==> src/rtl/core/ctlex_pkg.sv <==
// Shared types, token kinds and byte classification for the calculator token lexer.
package ctlex_pkg;

  localparam logic [3:0] KIND_NUM    = 4'd0;
  localparam logic [3:0] KIND_IDENT  = 4'd1;
  localparam logic [3:0] KIND_LET    = 4'd2;
  localparam logic [3:0] KIND_PRINT  = 4'd3;
  localparam logic [3:0] KIND_PLUS   = 4'd4;
  localparam logic [3:0] KIND_MINUS  = 4'd5;
  localparam logic [3:0] KIND_STAR   = 4'd6;
  localparam logic [3:0] KIND_SLASH  = 4'd7;
  localparam logic [3:0] KIND_LPAREN = 4'd8;
  localparam logic [3:0] KIND_RPAREN = 4'd9;
  localparam logic [3:0] KIND_ASSIGN = 4'd10;
  localparam logic [3:0] KIND_SEMI   = 4'd11;
  localparam logic [3:0] KIND_END    = 4'd12;
  localparam logic [3:0] KIND_ERROR  = 4'd13;

  localparam logic [7:0] CH_NUL  = 8'h00;
  localparam logic [7:0] CH_TAB  = 8'h09;
  localparam logic [7:0] CH_NL   = 8'h0A;
  localparam logic [7:0] CH_CR   = 8'h0D;
  localparam logic [7:0] CH_SP   = 8'h20;
  localparam logic [7:0] CH_HASH = 8'h23;
  localparam logic [7:0] CH_ZERO = 8'h30;

  localparam int OUT_DATA_W = 176;

  typedef enum logic [1:0] {
    CLS_ABSORB    = 2'd0,
    CLS_DIRECT    = 2'd1,
    CLS_FLUSH_NUM = 2'd2,
    CLS_FLUSH_ID  = 2'd3
  } cls_t;

  typedef struct packed {
    logic accept;
    logic rd;
    logic emit_word;
    logic fresh;
  } cmd_t;

  typedef struct packed {
    cls_t cls;
    logic slot_free;
    logic last_word;
    logic own_emits;
  } sts_t;

  function automatic logic is_digit(input logic [7:0] c);
    return (c >= "0") && (c <= "9");
  endfunction

  function automatic logic is_alpha(input logic [7:0] c);
    return ((c >= "a") && (c <= "z")) || ((c >= "A") && (c <= "Z")) || (c == "_");
  endfunction

  function automatic logic is_op(input logic [7:0] c);
    return (c == "+") || (c == "-") || (c == "*") || (c == "/") ||
           (c == "(") || (c == ")") || (c == "=") || (c == ";");
  endfunction

  function automatic logic [3:0] op_kind(input logic [7:0] c);
    logic [3:0] k;
    case (c)
      "+":     k = KIND_PLUS;
      "-":     k = KIND_MINUS;
      "*":     k = KIND_STAR;
      "/":     k = KIND_SLASH;
      "(":     k = KIND_LPAREN;
      ")":     k = KIND_RPAREN;
      "=":     k = KIND_ASSIGN;
      ";":     k = KIND_SEMI;
      default: k = KIND_ERROR;
    endcase
    return k;
  endfunction

  function automatic logic is_blank(input logic [7:0] c);
    return (c == CH_SP) || (c == CH_TAB) || (c == CH_CR);
  endfunction

  // true when a byte taken from idle yields a token of its own
  function automatic logic byte_emits(input logic [7:0] c);
    return !(is_blank(c) || (c == CH_NL) || (c == CH_HASH) || is_digit(c) || is_alpha(c));
  endfunction

  function automatic logic [7:0] let_char(input logic [1:0] i);
    logic [7:0] r;
    case (i)
      2'd0:    r = "l";
      2'd1:    r = "e";
      2'd2:    r = "t";
      default: r = CH_NUL;
    endcase
    return r;
  endfunction

  function automatic logic [7:0] print_char(input logic [2:0] i);
    logic [7:0] r;
    case (i)
      3'd0:    r = "p";
      3'd1:    r = "r";
      3'd2:    r = "i";
      3'd3:    r = "n";
      3'd4:    r = "t";
      default: r = CH_NUL;
    endcase
    return r;
  endfunction

endpackage

==> src/rtl/core/ctlex_ctrl.sv <==
// Sequencer for the token lexer: byte intake, identifier word readout, deferred byte.
module ctlex_ctrl (
  input  logic              clk,
  input  logic              rst_n,
  input  logic              in_tvalid,
  output logic              in_tready,
  input  ctlex_pkg::sts_t   sts,
  output ctlex_pkg::cmd_t   cmd
);
  import ctlex_pkg::*;

  typedef enum logic [3:0] {
    ST_ACCEPT = 4'b0001,
    ST_RD     = 4'b0010,
    ST_WORD   = 4'b0100,
    ST_OWN    = 4'b1000
  } state_t;

  state_t state_r, state_nxt;

  always_comb begin
    state_nxt = state_r;
    cmd       = '0;
    in_tready = 1'b0;
    case (state_r)
      ST_ACCEPT: begin
        in_tready  = sts.slot_free;
        cmd.accept = in_tvalid && sts.slot_free;
        if (cmd.accept) begin
          case (sts.cls)
            CLS_FLUSH_NUM: state_nxt = ST_OWN;
            CLS_FLUSH_ID:  state_nxt = ST_RD;
            default:       state_nxt = ST_ACCEPT;
          endcase
        end
      end
      ST_RD: begin
        cmd.rd    = 1'b1;
        state_nxt = ST_WORD;
      end
      ST_WORD: begin
        if (sts.slot_free) begin
          cmd.emit_word = 1'b1;
          state_nxt     = sts.last_word ? ST_OWN : ST_RD;
        end
      end
      ST_OWN: begin
        if (!sts.own_emits || sts.slot_free) begin
          cmd.fresh = 1'b1;
          state_nxt = ST_ACCEPT;
        end
      end
      default: state_nxt = ST_ACCEPT;
    endcase
  end

  always_ff @(posedge clk) begin
    if (!rst_n) begin
      state_r <= ST_ACCEPT;
    end else begin
      state_r <= state_nxt;
    end
  end

`ifndef SYNTHESIS
  a_one_cmd: assert property (@(posedge clk) disable iff (!rst_n)
    $onehot0({cmd.accept, cmd.rd, cmd.emit_word, cmd.fresh}))
    else $error("more than one datapath command");
  a_word_slot: assert property (@(posedge clk) disable iff (!rst_n)
    cmd.emit_word |-> sts.slot_free)
    else $error("word emitted into busy output slot");
  a_id_read: assert property (@(posedge clk) disable iff (!rst_n)
    (cmd.accept && sts.cls == CLS_FLUSH_ID) |=> cmd.rd)
    else $error("identifier flush did not start a read");
`endif

endmodule

==> src/rtl/core/ctlex_dp.sv <==
// Lexer datapath: scan mode, number accumulator, identifier store, line counts, output beat.
module ctlex_dp #(
  parameter int IDENT_MAX = 63
) (
  input  logic                              clk,
  input  logic                              rst_n,
  input  logic [7:0]                        in_tdata,
  input  ctlex_pkg::cmd_t                   cmd,
  output ctlex_pkg::sts_t                   sts,
  output logic                              out_tvalid,
  input  logic                              out_tready,
  output logic [ctlex_pkg::OUT_DATA_W-1:0]  out_tdata,
  output logic                              out_tlast
);
  import ctlex_pkg::*;

  localparam int CW   = $clog2(IDENT_MAX + 1);
  localparam int ROWS = (IDENT_MAX + 7) / 8;
  localparam int RW   = (ROWS > 1) ? $clog2(ROWS) : 1;

  typedef enum logic [4:0] {
    M_IDLE    = 5'b00001,
    M_NUMBER  = 5'b00010,
    M_IDENT   = 5'b00100,
    M_COMMENT = 5'b01000,
    M_DRAIN   = 5'b10000
  } mode_t;

  mode_t          mode_r, mode_nxt;
  logic [63:0]    acc_r, acc_nxt;
  logic [CW-1:0]  count_r, count_nxt;
  logic           let_ok_r, let_ok_nxt;
  logic           print_ok_r, print_ok_nxt;
  logic [31:0]    line_r, line_nxt;
  logic [31:0]    tok_line_r, tok_line_nxt;
  logic [7:0]     byte_r, byte_nxt;
  logic [RW-1:0]  widx_r, widx_nxt;
  logic [63:0]    rd_r;
  logic [63:0]    mem [ROWS];

  logic           out_valid_r, out_valid_nxt;
  logic [3:0]     kind_r, kind_nxt;
  logic [63:0]    value_r, value_nxt;
  logic [63:0]    word_r, word_nxt;
  logic [5:0]     tlen_r, tlen_nxt;
  logic [31:0]    oline_r, oline_nxt;
  logic           last_r, last_nxt;

  logic           wr_en;
  logic [RW-1:0]  wr_row;
  logic [2:0]     wr_lane;
  logic [7:0]     wr_byte;

  cls_t           cls;
  logic [7:0]     fb;
  logic           do_fresh, do_absorb, slot_free, last_word;
  logic [CW-1:0]  base, rem, cnt_m1;
  logic [63:0]    word_mask;
  logic [3:0]     id_kind;

  assign slot_free = !out_valid_r || out_tready;
  assign cnt_m1    = count_r - CW'(1);
  assign last_word = (widx_r == RW'(cnt_m1 >> 3));
  assign base      = CW'({widx_r, 3'b000});
  assign rem       = count_r - base;
  assign id_kind   = ((count_r == CW'(3)) && let_ok_r)   ? KIND_LET   :
                     ((count_r == CW'(5)) && print_ok_r) ? KIND_PRINT : KIND_IDENT;

  always_comb begin
    for (int b = 0; b < 8; b++) begin
      word_mask[b*8 +: 8] = (rem > CW'(b)) ? 8'hFF : 8'h00;
    end
  end

  always_comb begin
    case (mode_r)
      M_IDLE:    cls = CLS_DIRECT;
      M_NUMBER:  cls = is_digit(in_tdata) ? CLS_ABSORB : CLS_FLUSH_NUM;
      M_IDENT:   cls = (is_alpha(in_tdata) || is_digit(in_tdata)) ? CLS_ABSORB : CLS_FLUSH_ID;
      M_COMMENT: cls = ((in_tdata == CH_NUL) || (in_tdata == CH_NL)) ? CLS_DIRECT : CLS_ABSORB;
      M_DRAIN:   cls = (in_tdata == CH_NUL) ? CLS_DIRECT : CLS_ABSORB;
      default:   cls = CLS_DIRECT;
    endcase
  end

  assign sts.cls       = cls;
  assign sts.slot_free = slot_free;
  assign sts.last_word = last_word;
  assign sts.own_emits = byte_emits(byte_r);

  assign fb        = cmd.fresh ? byte_r : in_tdata;
  assign do_fresh  = (cmd.accept && (cls == CLS_DIRECT)) || cmd.fresh;
  assign do_absorb = cmd.accept && (cls == CLS_ABSORB);

  always_comb begin
    mode_nxt      = mode_r;
    acc_nxt       = acc_r;
    count_nxt     = count_r;
    let_ok_nxt    = let_ok_r;
    print_ok_nxt  = print_ok_r;
    line_nxt      = line_r;
    tok_line_nxt  = tok_line_r;
    byte_nxt      = byte_r;
    widx_nxt      = widx_r;
    wr_en         = 1'b0;
    wr_row        = RW'(count_r >> 3);
    wr_lane       = count_r[2:0];
    wr_byte       = fb;
    out_valid_nxt = out_valid_r && !out_tready;
    kind_nxt      = kind_r;
    value_nxt     = value_r;
    word_nxt      = word_r;
    tlen_nxt      = tlen_r;
    oline_nxt     = oline_r;
    last_nxt      = last_r;

    if (do_absorb) begin
      if (mode_r == M_NUMBER) begin
        acc_nxt = {acc_r[60:0], 3'b000} + {acc_r[62:0], 1'b0} + 64'(in_tdata - CH_ZERO);
      end else if ((mode_r == M_IDENT) && (count_r < CW'(IDENT_MAX))) begin
        wr_en     = 1'b1;
        count_nxt = count_r + CW'(1);
        if ((count_r < CW'(3)) && (in_tdata != let_char(count_r[1:0]))) begin
          let_ok_nxt = 1'b0;
        end
        if ((count_r < CW'(5)) && (in_tdata != print_char(count_r[2:0]))) begin
          print_ok_nxt = 1'b0;
        end
      end
    end

    if (cmd.accept && (cls == CLS_FLUSH_NUM)) begin
      byte_nxt      = in_tdata;
      out_valid_nxt = 1'b1;
      kind_nxt      = KIND_NUM;
      value_nxt     = acc_r;
      word_nxt      = '0;
      tlen_nxt      = '0;
      oline_nxt     = tok_line_r;
      last_nxt      = !byte_emits(in_tdata);
    end

    if (cmd.accept && (cls == CLS_FLUSH_ID)) begin
      byte_nxt = in_tdata;
      widx_nxt = '0;
    end

    if (cmd.emit_word) begin
      widx_nxt      = widx_r + RW'(1);
      out_valid_nxt = 1'b1;
      kind_nxt      = id_kind;
      value_nxt     = '0;
      word_nxt      = rd_r & word_mask;
      tlen_nxt      = 6'(count_r);
      oline_nxt     = tok_line_r;
      last_nxt      = last_word && !byte_emits(byte_r);
    end

    if (do_fresh) begin
      mode_nxt = M_IDLE;
      if (fb == CH_NUL) begin
        out_valid_nxt = 1'b1;
        kind_nxt      = KIND_END;
        value_nxt     = '0;
        word_nxt      = '0;
        tlen_nxt      = '0;
        oline_nxt     = line_r;
        last_nxt      = 1'b1;
        line_nxt      = 32'd1;
        tok_line_nxt  = 32'd1;
      end else if (fb == CH_NL) begin
        if (line_r != '1) begin
          line_nxt = line_r + 32'd1;
        end
      end else if (is_blank(fb)) begin
        mode_nxt = M_IDLE;
      end else if (fb == CH_HASH) begin
        mode_nxt = M_COMMENT;
      end else if (is_op(fb)) begin
        out_valid_nxt = 1'b1;
        kind_nxt      = op_kind(fb);
        value_nxt     = '0;
        word_nxt      = '0;
        tlen_nxt      = '0;
        oline_nxt     = line_r;
        last_nxt      = 1'b1;
      end else if (is_digit(fb)) begin
        mode_nxt     = M_NUMBER;
        acc_nxt      = 64'(fb - CH_ZERO);
        tok_line_nxt = line_r;
      end else if (is_alpha(fb)) begin
        mode_nxt     = M_IDENT;
        wr_en        = 1'b1;
        wr_row       = '0;
        wr_lane      = 3'd0;
        count_nxt    = CW'(1);
        let_ok_nxt   = (fb == let_char(2'd0));
        print_ok_nxt = (fb == print_char(3'd0));
        tok_line_nxt = line_r;
      end else begin
        mode_nxt      = M_DRAIN;
        out_valid_nxt = 1'b1;
        kind_nxt      = KIND_ERROR;
        value_nxt     = 64'(fb);
        word_nxt      = '0;
        tlen_nxt      = '0;
        oline_nxt     = line_r;
        last_nxt      = 1'b1;
      end
    end
  end

  always_ff @(posedge clk) begin
    if (wr_en) begin
      mem[wr_row][{wr_lane, 3'b000} +: 8] <= wr_byte;
    end
    if (cmd.rd) begin
      rd_r <= mem[widx_r];
    end
  end

  always_ff @(posedge clk) begin
    if (!rst_n) begin
      mode_r      <= M_IDLE;
      acc_r       <= '0;
      count_r     <= '0;
      line_r      <= 32'd1;
      tok_line_r  <= 32'd1;
      out_valid_r <= 1'b0;
    end else begin
      mode_r      <= mode_nxt;
      acc_r       <= acc_nxt;
      count_r     <= count_nxt;
      line_r      <= line_nxt;
      tok_line_r  <= tok_line_nxt;
      out_valid_r <= out_valid_nxt;
    end
  end

  always_ff @(posedge clk) begin
    let_ok_r   <= let_ok_nxt;
    print_ok_r <= print_ok_nxt;
    byte_r     <= byte_nxt;
    widx_r     <= widx_nxt;
    kind_r     <= kind_nxt;
    value_r    <= value_nxt;
    word_r     <= word_nxt;
    tlen_r     <= tlen_nxt;
    oline_r    <= oline_nxt;
    last_r     <= last_nxt;
  end

  assign out_tvalid = out_valid_r;
  assign out_tlast  = last_r;
  assign out_tdata  = {6'b0, oline_r, tlen_r, word_r, value_r, kind_r};

`ifndef SYNTHESIS
  a_ident_nonempty: assert property (@(posedge clk) disable iff (!rst_n)
    (mode_r == M_IDENT) |-> (count_r != '0))
    else $error("identifier mode with empty store");
  a_line_nonzero: assert property (@(posedge clk) disable iff (!rst_n)
    line_r != 32'd0)
    else $error("line count reached zero");
  a_word_kind: assert property (@(posedge clk) disable iff (!rst_n)
    cmd.emit_word |=> out_valid_r &&
      ((kind_r == KIND_IDENT) || (kind_r == KIND_LET) || (kind_r == KIND_PRINT)))
    else $error("identifier word beat with wrong kind");
`endif

endmodule

==> src/rtl/core/calculator_token_lexer_unit.sv <==
// Top level of the calculator token lexer: sequencer plus datapath.
//
// channel   dir  tdata                                             side band
// in_       in   [7:0] ch                                          -
// out_      out  [3:0] kind, [67:4] value, [131:68] text_word,     tlast = last
//                [137:132] text_len, [169:138] line, rest zero
//
// A byte that continues a token, is blank, or opens or continues a comment keeps the sequencer in
// its accept state. A byte that ends a number is then replayed from the deferred-byte register; one
// that ends an identifier is replayed after each 8-character word of the store is read and emitted.
// Results leave through a single output register; a held output stalls the input side.
// Synchronous active-low reset; the identifier store needs no clearing pass.
module calculator_token_lexer_unit #(
  parameter int IDENT_MAX = 63
) (
  input  logic                              clk,
  input  logic                              rst_n,
  input  logic                              in_tvalid,
  output logic                              in_tready,
  input  logic [7:0]                        in_tdata,   // [7:0] ch
  output logic                              out_tvalid,
  input  logic                              out_tready,
  output logic [ctlex_pkg::OUT_DATA_W-1:0]  out_tdata,  // kind, value, text_word, text_len, line
  output logic                              out_tlast
);
  import ctlex_pkg::*;

  cmd_t cmd;
  sts_t sts;

  ctlex_ctrl u_ctrl (
    .clk       (clk),
    .rst_n     (rst_n),
    .in_tvalid (in_tvalid),
    .in_tready (in_tready),
    .sts       (sts),
    .cmd       (cmd)
  );

  ctlex_dp #(
    .IDENT_MAX (IDENT_MAX)
  ) u_dp (
    .clk        (clk),
    .rst_n      (rst_n),
    .in_tdata   (in_tdata),
    .cmd        (cmd),
    .sts        (sts),
    .out_tvalid (out_tvalid),
    .out_tready (out_tready),
    .out_tdata  (out_tdata),
    .out_tlast  (out_tlast)
  );

endmodule
==> config.mk <==
export PLATFORM = sky130hd
export DESIGN_NAME = calculator_token_lexer_unit
export DESIGN_NICKNAME = d
export VERILOG_FILES = /design/src/rtl/core/ctlex_pkg.sv /design/src/rtl/core/ctlex_ctrl.sv /design/src/rtl/core/ctlex_dp.sv /design/src/rtl/core/calculator_token_lexer_unit.sv
export SDC_FILE = /design/constraint.sdc
export NUM_CORES = 2
export LEC_CHECK = 0
export BUFFER_PORTS_ARGS = -buffer_cell sky130_fd_sc_hd__buf_4
export CORE_MARGIN = 2
export CORE_UTILIZATION = 40
export DETAILED_ROUTE_END_ITERATION = 7
export PLACE_DENSITY = 0.65
export SLEW_MARGIN = 0
export SYNTH_ARGS = -nofsm -noshare
export SYNTH_HDL_FRONTEND = slang
export SYNTH_SLANG_ARGS = --single-unit
==> constraint.sdc <==
create_clock -name clk -period 21.9 [get_ports clk]
set_clock_uncertainty 0.05 [all_clocks]
set_input_delay 3.285 -clock clk [delete_from_list [all_inputs] [get_ports clk]]
set_output_delay 3.285 -clock clk [all_outputs]
set_load 0.05 [all_outputs]
[Word-level counts from Yosys, hierarchy flattened]
Memory sizes are Yosys's and may differ from the RTL's. A register that Yosys moved wholly into a read port is not among the register bits.
Cells that the tools add are included.
Storage, ports and cells
  bits in writable memories: 512
  memories kept: 1
  bits of input ports: 12
  bits in registers: 328
  logic and storage cells: 388
  output and inout port bits: 179
Operators by class
  eq/ne operators: 58
  bitwise operators: 1
  muxes and demuxes: 202
  magnitude comparators: 29
  reductions and logical operators: 68
  shift-type cells: 2
  $add $sub $neg: 10
Memories
  u_dp.mem: depth 8, width 64, read ports 1, clocked after memory_dff 1, write ports 1, line ctlex_dp.sv:39  | logic [63:0] mem [ROWS];
Operators by type and width (count)
  $mux 64: 30
  $mux 32: 20
  $mux 8: 17
  $add 64x64->64: 2
  $mux 6: 21
  $eq 8x6->1 const B: 14
  $eq 8x4->1 const B: 9
  $mux 1: 65
  $and 64x64->64: 1
  $shift 8x8->64 const A: 1
  $shiftx 8x8->64: 1
  $mux 4: 15
  $mux 3: 18
  $ge 8x7->1 const B: 6
  $le 8x7->1 const B: 6
  $eq 8x7->1 const B: 5
  $mux 5: 7
  $pmux 7 s5: 1
  $add 32x1->32 const B: 1
  $logic_or 1x1->1: 32
  $ne 32x32->1 const B: 1
  $pmux 4 s8: 1
  $ge 8x6->1 const B: 3
  $gt 6x3->1 const B: 4
  44 further kinds: 89

[Depth between registers and ports, before layout]
  word-level depth: 28
  depth in mapped cells: 31
  gate-level depth less buffers: 21

[Cells and area by module]
A second synthesis with hierarchy kept.
Second synthesis, totals
  cell total of the unflattened synthesis: 3242
  area, all modules: 40712.8 um^2
Modules (own cells, without submodules)
  ctlex_dp: area an instance 40323.7 um^2, cells an instance 3195, instances 1, seq. area each 23892.9 um^2
  ctlex_ctrl: area an instance 389.1 um^2, cells an instance 47, instances 1, seq. area each 80.1 um^2

[Worst setup path before layout]
No wires, ideal clock.
  path kind: input-to-reg
  from: input port in_tdata[6]
  to: register u_dp.acc_r[60]
  arrival: 11884 ps
  path buffers: 2
  library setup time: 133 ps
  path slack: 9833 ps
  stages: 16
  data required time: 21717 ps
  cells stage by stage: clkbuf_1 > or2_2 > nor2_1 > fa_1 > ha_1 > clkbuf_1 > a21oi_1 > o21ai_0 > a211oi_1 > nor4_1 > nor3_1 > nor3_1 > o31ai_1 > mux2_2 > o22ai_1 > a21oi_1
Between the ends
  longest elaborated chain between the ends: 17
  elaborated cells between the ends (all ways): 65
  classes of those cells: 3 x add/sub; 8 x order compare; 16 x eq/ne; 15 x mux; 23 x reduce/logical
Ends and longest elaborated chain
  start: declaration: line calculator_token_lexer_unit.sv:20  | input logic [7:0] in_tdata,
  branches (longest 16 deep; another with $add 64x64->64)
  $mux 64 (*): line ctlex_dp.sv:159  | if (do_fresh) begin
  end signal: assignment: line ctlex_dp.sv:232  | acc_r <= acc_nxt;
  end: declaration: line ctlex_dp.sv:30  | logic [63:0] acc_r, acc_nxt;
Mark *: on every way between the ends.
A chain may end at the register's enable or synchronous reset.

[Final worst setup path]
  from: input port out_tready
  to: memory u_dp.mem[0][16], enable pin
Between the ends
  longest elaborated chain between the ends: 22
  elaborated cells between the ends (all ways): 74
  classes of those cells: 1 x add/sub; 6 x order compare; 14 x eq/ne; 1 x shift; 31 x mux; 21 x reduce/logical
Ends and longest elaborated chain
  start: declaration: line calculator_token_lexer_unit.sv:22  | input logic out_tready,
  $logic_or 1x1->1 (*): line ctlex_dp.sv:61  | assign slot_free = !out_valid_r || out_tready;
  branches (longest 21 deep; another with $ge 8x7->1)
  end: declaration: line ctlex_dp.sv:39
Marks and branches as above.

==> out/results.ini <==
[logic_synthesis]
netlist_area_mm2 = 0.0414
seq_area_frac_synth = 0.578
synth_area_leader_cell = edfxtp_1
synth_ff_type = edfxtp_1
syn_inst = 3213
yosysUniqueCellTypes = 83
ys_top_cells_by_area = edfxtp_1 (43%), dfxtp_1 (15%), mux4_2 (7.0%), mux2_2 (3.6%), nor2_1 (3.0%)
ys_ff_latch = 904
synth_top_area_share = 0.425
yosys-top-cells-count = edfxtp_1 (587), nor2_1 (331), dfxtp_1 (317), nand2_1 (189), a21oi_1 (147)
yosysMostFrequentCell = edfxtp_1
synth_edf_count = 587
synthArstFlopShare = 0
yosys_warnings = 0
syn_area_per_cell_um2 = 12.9

[timing]
hold_ws_ns = 0.416
worst_pin_slew_ns = 1.22
setup_slack_ns = 12.92
final-setup-viol-count = 0
rsz0062_at_grt = false
slew_viol_final = 0
fin_tns_setup_ns = 0
relSlewSlack = 0.186
fmax_mhz = 111
hold_violations = 0
period_share = 0.410
period_needed_ns = 8.98

[floorplanning]
row_count = 118
initial_utilization = 0.402
core-area_mm2 = 0.103
fp.dieArea_mm2 = 0.106
die_height_um = 326
die_w_um = 326
io_pins = 191

[drt]
ant_nets = 0
via_per_inst = 5.56
routed_wl_mm = 104
drcViolationCount = 0
firstDrtPassIters = 6
num_vias = 26700
wl_per_cell_um = 21.8
drt_iter0_markers = 2741

[clock_network]
htreeDepth = 3
cts_buffer_depth = 3
post-cts-setup-buffer-count = 0
clkSinkCount = 904
numCtsBuffers = 97
clock_latency_ns = 0.68
cts_resized = 0
clockRootBuffer = clkbuf_16
cts_tree = yes
clkTransAtPathRegs_ns = 0.06
cts_hold_buffers = 0

[power_and_ir_drop]
switching_share = 0.238
share_seq_of_total_power = 0.490
clkPwrFrac = 0.439
leakage_nw = 17.5
p_sw_uw = 895
p_int_mw = 2.86
p_per_area_mw_per_mm2 = 79.4
comb_power_share = 0.072
ir_drop_uv = 63.3

[placement]
dpl.hpwl_mm = 69.9
finalWeightedCongestion = 0.911
port_buffers = 184
place_ws_ns = 12.34
dpl_cell_area_mm2 = 0.0440

[global_routing]
grt_pass1_vias = 26400
grt_pass1_wl_mm = 160
gr-total-overflow = 0
grt_usage = 0.194
grt_antenna_before_repair = 1
grt_start_max_net_pins = 132

[min_path]
hold_path_depth = 1
hp-class = register to register
hold_path_end = u_dp.tok_line_r[16]$_SDFFE_PN0P_
hp-start = u_dp.tok_line_r[16]$_SDFFE_PN0P_

[critical_path]
timing.rr.start = u_dp.byte_r[1]$_DFFE_PP_
cp_common_cell = buf_4
cp_slowest_cell = nor2_1
crit_type = primary input to register
crit_chain = buf_4, nand2b_1, o31ai_4, buf_4, mux2i_2, buf_4, ha_1, nand2_1, and4_1, o21ai_2, buf_4, and2_1, inv_1, ha_1, ha_1, nand2_1, nor2_1, nand4_1, nor2_1
cp.required_ns = 22.16
startpoint_type = primary input
worstPathMaxFanout = 49
worstPathArrival_ns = 9.24
critPathMaxStageDelay_ns = 0.78
cp.depth = 19
crit_family = simple AND/OR/NAND/NOR gates
endpoint_kind = register
rrSetupSlack_ns = 14.51
cp_num_buf_inv = 5
rr_endpoint = u_dp.mem[0][16]$_DFFE_PP_
reg2reg_depth = 20

[flow_run]
drv_cap = 0

[cells_and_area]
syn2layout_area_growth_pct = 14.1
drive_gt1_frac = 0.197
postLayoutCellArea_mm2 = 0.0473
diodes = 0
nNetsFinal = 3491

[run_status]
outcome = complete, no violations

power groups by stage:
stage	combinational, mW	clock, mW	sequential [mW]
floorplan	0.157	0	1.90
global placement	0.263	0	1.88
detailed placement	0.267	0	1.88
CTS	0.267	1.68	1.84
global route	0.290	1.75	1.84
finish	0.269	1.65	1.84
metal layers:
metal / GRT usage / vias to the layer above / routed length, µm
met3: 0.0443 / 144 / 8160
met1: 0.265 / 13300 / 45100
met2: 0.313 / 863 / 48900
met5: 0 / - / 13
li1: - / 12300 / -
met4: 0.0484 / 2 / 2120
per-stage QoR:
| stage | power, mW | std cells | util |
|---|---|---|---|
| 5_1_grt | 3.88 | 4795 | 0.458 |
| 3_3_place_gp | 2.14 | 4611 | 0.427 |
| 4_1_cts | 3.79 | 4795 | 0.458 |
| 3_5_place_dp | 2.14 | 4611 | 0.427 |
| 6_report | 3.76 | 4795 | 0.458 |
| 2_1_floorplan | 2.06 | 3218 | - |
worst max-delay path by stage:
| stage | startpoint | endpoint | slack (ns) |
|---|---|---|---|
| after floorplan | in_tdata[6] | u_dp.acc_r[60]$_SDFF_PN0_ | 9.83 |
| after global placement | out_tready | u_dp.mem[0][19]$_DFFE_PP_ | 12.46 |
| after detailed placement | out_tready | u_dp.mem[0][19]$_DFFE_PP_ | 12.34 |
| after CTS | out_tready | u_dp.mem[0][22]$_DFFE_PP_ | 13.05 |
| after global routing | out_tready | u_dp.mem[3][36]$_DFFE_PP_ | 12.59 |
| final | out_tready | u_dp.mem[0][16]$_DFFE_PP_ | 12.92 |
area by class of cell:
| class | instances | area [µm²] |
|---|---|---|
| clock buffer | 146 | 2810 |
| tap | 1380 | 1730 |
| inverter | 61 | 229 |
| fill | 9160 | 55900 |
| multi-input combinational | 2044 | 16400 |
| timing repair buffer | 222 | 1680 |
| sequential | 904 | 24000 |
| clock inverter | 38 | 449 |
registers in the layout (all words and copies together), names as in the netlist, 8 cells and up:
name,flops
u_dp.oline_r,32
u_dp.rd_r,64
u_dp.byte_r,8
u_dp.tok_line_r,32
u_dp.value_r,64
u_dp.mem,512
u_dp.acc_r,64
u_dp.word_r,64
u_dp.line_r,32
logic make-up (layout without fill, tap and decap cells):
kind of cell	count (synthesis)	in the layout	synth area share
AOI/OAI and AO/OA	587	587	0.0935
xor gates and xnor gates	106	106	0.0224
adders and majority gates	149	149	0.0562
buffers and inverters	270	467	0.0281
DFF	904	904	0.578
muxes	345	345	0.126
other	1	6	0.0000905
and+or+nand+nor	851	851	0.0954
placed cells by master, fill, tap and decap left out, types with 9 or more instances in the layout:
cell type	Yosys	layout
dfxtp_1	317	317
o21ai_0	118	116
inv_1	60	60
xnor2_1	68	68
a211oi_1	18	18
a31oi_1	30	28
or3_1	13	13
o211ai_1	20	20
clkbuf_8	0	15
nor3_1	86	85
clkbuf_16	0	99
a21oi_1	147	146
nor2_1	331	330
buf_4	13	221
o21bai_1	19	19
xor2_1	38	38
a22oi_1	73	73
edfxtp_1	587	587
and2_1	16	15
mux2_2	133	133
a21o_1	32	32
clkinv_2	0	9
nand2_1	189	189
ha_1	87	87
and3_1	26	26
mux4_2	128	128
nor4_1	12	11
a22o_1	34	34
nand2b_1	11	11
clkbuf_1	134	31
nor2b_1	20	20
mux2i_1	84	78
nand4_1	42	42
nand3_1	58	57
fa_1	62	62
No activity file was read; power rests on OpenSTA's default activity.
